===== src/rtl/arma11_mul.sv =====
// Shared signed 48 x 48 multiplier built from two 48 x 25 partial products, low half first.
`default_nettype none
module arma11_mul (
    input  wire logic               i_clk,
    input  wire logic               i_rst_n,
    input  wire logic               i_start,
    input  wire logic signed [47:0] i_a,
    input  wire logic signed [47:0] i_b,
    output logic                    o_done,
    output logic signed [95:0]      o_prod
);

    localparam logic [1:0] PH_IDLE = 2'd0;
    localparam logic [1:0] PH_HI   = 2'd1;
    localparam logic [1:0] PH_SUM  = 2'd2;

    logic [1:0]         r_phase;
    logic               r_done;
    logic signed [47:0] r_a;
    logic signed [24:0] r_bhi;
    logic signed [72:0] r_p;
    logic signed [72:0] r_lo;
    logic signed [95:0] r_prod;

    logic signed [47:0] w_ma;
    logic signed [24:0] w_mb;
    logic signed [72:0] w_p;

    always_comb begin
        w_ma = (r_phase == PH_IDLE) ? i_a : r_a;
        w_mb = (r_phase == PH_IDLE) ? $signed({1'b0, i_b[23:0]}) : r_bhi;
        w_p  = w_ma * w_mb;
    end

    always_ff @(posedge i_clk) begin
        if (!i_rst_n) begin
            r_phase <= PH_IDLE;
            r_done  <= 1'b0;
        end else begin
            r_done <= 1'b0;
            case (r_phase)
                PH_IDLE: begin
                    if (i_start) begin
                        r_p     <= w_p;
                        r_a     <= i_a;
                        r_bhi   <= $signed({i_b[47], i_b[47:24]});
                        r_phase <= PH_HI;
                    end
                end
                PH_HI: begin
                    r_lo    <= r_p;
                    r_p     <= w_p;
                    r_phase <= PH_SUM;
                end
                PH_SUM: begin
                    r_prod  <= $signed({{23{r_lo[72]}}, r_lo})
                             + ($signed({{23{r_p[72]}}, r_p}) <<< 24);
                    r_done  <= 1'b1;
                    r_phase <= PH_IDLE;
                end
                default: r_phase <= PH_IDLE;
            endcase
        end
    end

    assign o_done = r_done;
    assign o_prod = r_prod;

endmodule
`default_nettype wire


===== config.mk =====
export PLATFORM = sky130hd
export DESIGN_NAME = arma11_mul
export DESIGN_NICKNAME = d
export VERILOG_FILES = /design/src/rtl/arma11_mul.sv
export SDC_FILE = /design/constraint.sdc
export NUM_CORES = 2
export LEC_CHECK = 0
export ABC_AREA = 1
export BUFFER_PORTS_ARGS = -buffer_cell sky130_fd_sc_hd__buf_2
export CORE_ASPECT_RATIO = 0.75
export CORE_MARGIN = 2
export CORE_UTILIZATION = 23
export DETAILED_ROUTE_END_ITERATION = 7
export GPL_ROUTABILITY_DRIVEN = 0
export GPL_TIMING_DRIVEN = 0
export PLACE_DENSITY_LB_ADDON = 0.3
export SKIP_LAST_GASP = 1
export SLEW_MARGIN = 20
export SYNTH_ARGS = -nofsm -noshare
export SYNTH_HDL_FRONTEND = slang
export SYNTH_SLANG_ARGS = --single-unit

===== constraint.sdc =====
create_clock -name i_clk -period 12.7 [get_ports i_clk]
set_clock_uncertainty 0.15 [all_clocks]
set_input_delay 2.54 -clock i_clk [delete_from_list [all_inputs] [get_ports i_clk]]
set_output_delay 2.54 -clock i_clk [all_outputs]
set_load 0.01 [all_outputs]

* After elaboration in Yosys (flattened, before gate mapping) *
Cells that the tools add are included.

storage, ports and cells
  register bits after elaboration = 317
  input bits = 99
  output and inout bits = 97
  word-level logic and storage cells = 25

operators by class
  add/subtract/negate cells = 1
  $mul = 1
  equal/unequal tests = 3
  muxes and demuxes = 7
  reduce and logical (&&, ||, !) cells = 6

operators with widths
  kind                  count
  $pmux W73 S2          1
  $add A73 B96 Y96      1
  $mul A48 B25 Y73      1
  $mux W73              1
  $mux W48              1
  $mux W25              1
  $reduce_and A3 Y1     2
  $pmux W2 S2           1
  $reduce_and A2 Y1     2
  $eq A2 B1 Y1 const B  1
  $eq A2 B2 Y1 const B  1
  $logic_not A2 Y1      1
  $mux W2               1
  $ne A2 B2 Y1 const B  1
  $reduce_bool A2 Y1    1
  $mux W1               1

* Depth between registers and ports, before layout *
  word-level depth = 5
  depth in mapped cells = 36
  gate-level depth less buffers = 33

* Worst setup path after synthesis *
OpenSTA, ideal clock, no wires.

  kind = input to register
  from = in i_b[7]
  to = reg r_p[68] (data pin)
  library setup time = 0.253 ns
  arrival = 8.418 ns
  data required time = 12.297 ns
  slack = 3.880 ns
  stages on the path = 25
  path buffers = 1
  cells stage by stage = or2_2 > o21ai_2 > buf_2 > nor2_1 > fa_1 > fa_1 > fa_1 > inv_1 > fa_1 > inv_1 > fa_1 > inv_1 > fa_1 > inv_1 > fa_1 > ha_1 > nand2_1 > nor2_1 > nand2_1 > nor2_1 > nand2_1 > inv_1 > nand4_1 > nand4_1 > nand2_1

on the way
  word-level cells in the longest chain between the ends = 4

ends and longest elaborated chain
  element               line  source
  from (decl)           8     input wire logic signed [47:0] i_b,
  $mux W25 (*)          31    w_mb = (r_phase == PH_IDLE) ? $signed({1'b0, i_b[23:0]}) : r_bhi;
  $mul A48 B25 Y73 (*)  32    w_p = w_ma * w_mb;
  net w_p[68]           27    logic signed [72:0] w_p;
  $mux W73              43    if (i_start) begin
  $pmux W73 S2 (*)      41    case (r_phase)
  to (signal assigned)  44    r_p <= w_p;
  to (signal assigned)  52    r_p <= w_p;
  to (decl)             21    logic signed [72:0] r_p;

Mark *: on every way through the listed nets, which the timed path passes. The rest lies on a longest branch. The select of a mux whose other input is x is not followed.
A chain may end at the register's enable or synchronous reset.

* Final worst setup path *
  from = in i_b[2]
  to = reg r_p[68] (data pin)

The elaborated chain is that of the path after synthesis.

==> PnR_summary.wiki <==
{| class="wikitable"
! Metric !! Value
|-
| Total die area || 0.259 mm²
|-
| Total negative slack for setup checks || 0 ps
|-
| Worst rel slew slack || 18.8%
|-
| Library cell contributing the largest single delay on the critical path || sky130_fd_sc_hd__clkinv_1
|-
| Number of enable-type register cells in the synthesized netlist || between 300 and 400
|-
| Critical Setup Path Class || in -> reg
|-
| CTS H-tree lvls || 2
|-
| Worst EP required || between 10000 and 15000 ps
|-
| First-pass GRT wire length || 354000 µm
|-
| Detail-routed net length per standard cell || around 23 µm
|-
| Top fanout value on the critical path || 10
|-
| Highest Clock Rate || roughly 92 MHz
|-
| Number of routed nets with antenna violations || 0
|-
| Cell Count, Final, Fillers Out || ~11000
|-
| Clock latency reported for the late side of the worst-skew pair || roughly 670 ps
|-
| Final setup violating endpoints || 0
|-
| Num Clock Sinks || 317
|-
| Delay contributed by the slowest stage of the critical path || approximately 730 ps
|-
| Clock tree from TritonCTS || yes
|-
| Async set or reset register ratio after synthesis || 0%
|-
| Drc violations || 0
|-
| Most numerous cell types in the synthesized netlist || sky130_fd_sc_hd__nand2_1 (1919), sky130_fd_sc_hd__inv_1 (1742), sky130_fd_sc_hd__fa_1 (1188)
|-
| Unrepaired setup endpoints after global routing || false
|-
| Critical Path Sink || r_p[68]
|-
| Number of hold-slack violations in the final timing report || 0
|-
| Total overflow reported by the global router || 0
|-
| Violation count after the first detailed-route iteration || ~5400
|-
| Post-synthesis share of cell area spent on and, or, nand and nor gates || roughly 20%
|-
| Syn Inst Count || 7129
|-
| Core box area || 0.254 mm²
|-
| Share of final-layout standard cells stronger than drive strength 1 || about 7.3%
|-
| Pin count of the biggest net entering global routing || 29
|-
| Cells resized by post-CTS repair || 0
|-
| Post-Syn Area || ~0.06 mm²
|-
| Initial core utilization || 23.1%
|-
| Synthesized net count || just under 9000
|-
| Filler cells || around 28000
|-
| Fraction of the yosys area taken by sequential cells || 16.2%
|-
| Cell repeated most along the worst path || sky130_fd_sc_hd__fa_1
|-
| Horizontal extent of the die || approximately 590 µm
|-
| Port Buffer Count || 195
|-
| Register bit count reported by yosys || 317
|-
| Main synth FF type || sky130_fd_sc_hd__edfxtp_1
|-
| Die height || 441 µm
|-
| Adder and majority gate portion of the synthesized area || around 46%
|-
| Via total after detailed routing || between 40000 and 50000
|-
| Half-perimeter wire length after placement || roughly 210000 µm
|-
| Type of the most critical hold path || reg -> reg
|-
| Final WS setup || between 1500 and 2000 ps
|-
| Worst reg2reg path startpoint || r_phase[0]
|-
| Type of destination of the critical path || flip-flop
|-
| Compound-cell area share of the yosys netlist || 3.56%
|-
| Router iterations before antenna repair || 7
|-
| Number of CTS-inserted buffers || between 40 and 50
|-
| Setup crit start kind || input pin
|-
| Post-route fraction of the period consumed by the critical path || roughly 86%
|-
| Clock slew at reported path FFs || about 60 ps
|-
| Root buffer selected by CTS || sky130_fd_sc_hd__clkbuf_16
|-
| Placed cell count || between 10000 and 15000
|-
| Multiplexer share of the synthesized area || 0%
|-
| Arrival @ worst endpoint || 11180 ps
|-
| Number of I/O pins || approximately 200
|-
| Initial antenna violation count || 19
|-
| XOR/XNOR Fraction of Synth Area || 1.27%
|-
| Cell taking the most area after synthesis || sky130_fd_sc_hd__fa_1
|-
| Synthesis-to-layout area growth || 11.9%
|-
| Number of global-route vias before repair || between 50000 and 60000
|-
| Cell count of the worst reg-to-reg path || 27
|-
| Most used standard cell by instance count after synthesis || sky130_fd_sc_hd__nand2_1
|-
| Measured slew at the worst slew-check pin || between 1000 and 1500 ps
|-
| Final Net Count || 8931
|-
| Mean cell area of the mapped netlist || roughly 8.2 µm²
|-
| Top cells by area, synth || sky130_fd_sc_hd__fa_1 (41%), sky130_fd_sc_hd__edfxtp_1 (16%), sky130_fd_sc_hd__nand2_1 (12%)
|-
| Post-synthesis cell type count || 36
|-
| Ratio of routed vias to standard cells || ~4.5
|-
| Area share of the largest cell type after synthesis || roughly 41%
|-
| Buffers inserted by post-CTS timing repair || 0
|-
| Reported max-cap violation count || 0
|-
| Count of pins over their slew limit || 0
|-
| Final wirelength || approximately 240000 µm
|-
| Worst R2R Setup Slack || between 2000 and 3000 ps
|-
| Total global routing track utilization || about a fifth
|-
| Dominant combinational cell family by area after synthesis || adder cells
|-
| Outcome || finished clean
|-
| Post-placement worst setup slack || around 1500 ps
|-
| Final min period || ~11000 ps
|-
| Largest buffer count on any clock path || 3
|-
| Worst hold path stage count || 0
|-
| Yosys synthesis warning count || 0
|-
| Row count || between 150 and 200
|-
| Startpoint of the worst setup timing path || i_b[2]
|-
| Count of hold-fix buffers inserted at cts || 0
|-
| Reg-to-reg critical path endpoint || r_p[68]
|}
worst min path at each step:
stage          slack, ps  startpoint   endpoint
3_3_place_gp         260     r_p[72]   r_lo[72]
6_report             260     r_lo[3]  o_prod[3]
2_1_floorplan        250     r_lo[0]  o_prod[0]
4_1_cts              260     r_lo[3]  o_prod[3]
5_1_grt              270     r_lo[3]  o_prod[3]
3_5_place_dp         250     r_lo[3]  o_prod[3]
layout by cell type (no fill, tap or decap), types with 4 or more instances in the layout:
master and count:
sky130_fd_sc_hd__nor3_1 5, sky130_fd_sc_hd__fa_1 1187, sky130_fd_sc_hd__buf_2 300, sky130_fd_sc_hd__inv_1 1742, sky130_fd_sc_hd__or2_2 6, sky130_fd_sc_hd__buf_16 4
sky130_fd_sc_hd__inv_2 41, sky130_fd_sc_hd__o21ai_2 29, sky130_fd_sc_hd__xor2_1 78, sky130_fd_sc_hd__o21ai_0 57, sky130_fd_sc_hd__nand2_1 1919, sky130_fd_sc_hd__buf_12 5
sky130_fd_sc_hd__o21a_1 5, sky130_fd_sc_hd__clkinv_2 7, sky130_fd_sc_hd__a21oi_1 152, sky130_fd_sc_hd__nor4_1 12, sky130_fd_sc_hd__diode_2 5, sky130_fd_sc_hd__edfxtp_1 314
sky130_fd_sc_hd__clkinvlp_4 4, sky130_fd_sc_hd__nand4_1 42, sky130_fd_sc_hd__nand3_1 160, sky130_fd_sc_hd__bufinv_16 5, sky130_fd_sc_hd__clkinv_1 15, sky130_fd_sc_hd__xnor2_1 7
sky130_fd_sc_hd__nand3b_1 5, sky130_fd_sc_hd__o21ai_1 16, sky130_fd_sc_hd__clkbuf_16 42, sky130_fd_sc_hd__buf_6 12, sky130_fd_sc_hd__nor2_1 818, sky130_fd_sc_hd__o21ai_4 23
sky130_fd_sc_hd__buf_4 36, sky130_fd_sc_hd__o21bai_1 34, sky130_fd_sc_hd__ha_1 258, sky130_fd_sc_hd__clkbuf_1 41
per-stage QoR:
step                utilization (%)  area [µm²]  hold slack (ps)
finish                         25.9       65700              262
global route                   25.9       65700              274
CTS                            25.9       65700              264
detailed placement             25.3       64200              255
global placement               25.2       63900              261
floorplan                         -       58700              250
flip-flops by register name, summed over array words and instances, names as in the netlist:
register  count
r_phase       2
r_a          48
r_lo         73
o_done        1
r_bhi        24
r_p          73
o_prod       96
worst max-delay path: cells and delay by family:
kind	cells	cell delay (ps)
fa+ha+maj	8	4250
buf+inv	8	2100
simple gates	10	1930
compound gates	1	330
final cells by class:
class / instances / area, µm² / area share, %
timing repair buffer: 213 / 1260 / 1.91
clock inverter: 27 / 358 / 0.545
clock buffer: 49 / 1080 / 1.64
buffer: 182 / 1020 / 1.55
sequential: 317 / 9490 / 14.4
inverter: 1796 / 6740 / 10.3
antenna: 5 / 12.5 / 0.0190
multi-input combinational: 4834 / 41500 / 63.1
tap: 3402 / 4260 / 6.48
cell families (layout without fill, tap and decap cells):
group / count (synthesis) / after routing
flops: 317 / 317
other cells: 0 / 5
xor+xnor: 85 / 85
buf+inv: 1978 / 2267
compound gates: 323 / 323
fa+ha+maj: 1446 / 1446
simple gates: 2980 / 2980
routing by layer:
metal / share of wire (%) / global-route usage, % / vias up
li1: - / - / 21257
met1: 42 / 25.6 / 24640
met2: 42 / 28.5 / 2544
met3: 12 / 5.41 / 396
met4: 3.8 / 6.59 / 10
met5: 0.029 / 0 / -
Power is not shown: default switching activity piles up to over one toggle a cycle in this logic, so the estimate is an artifact.
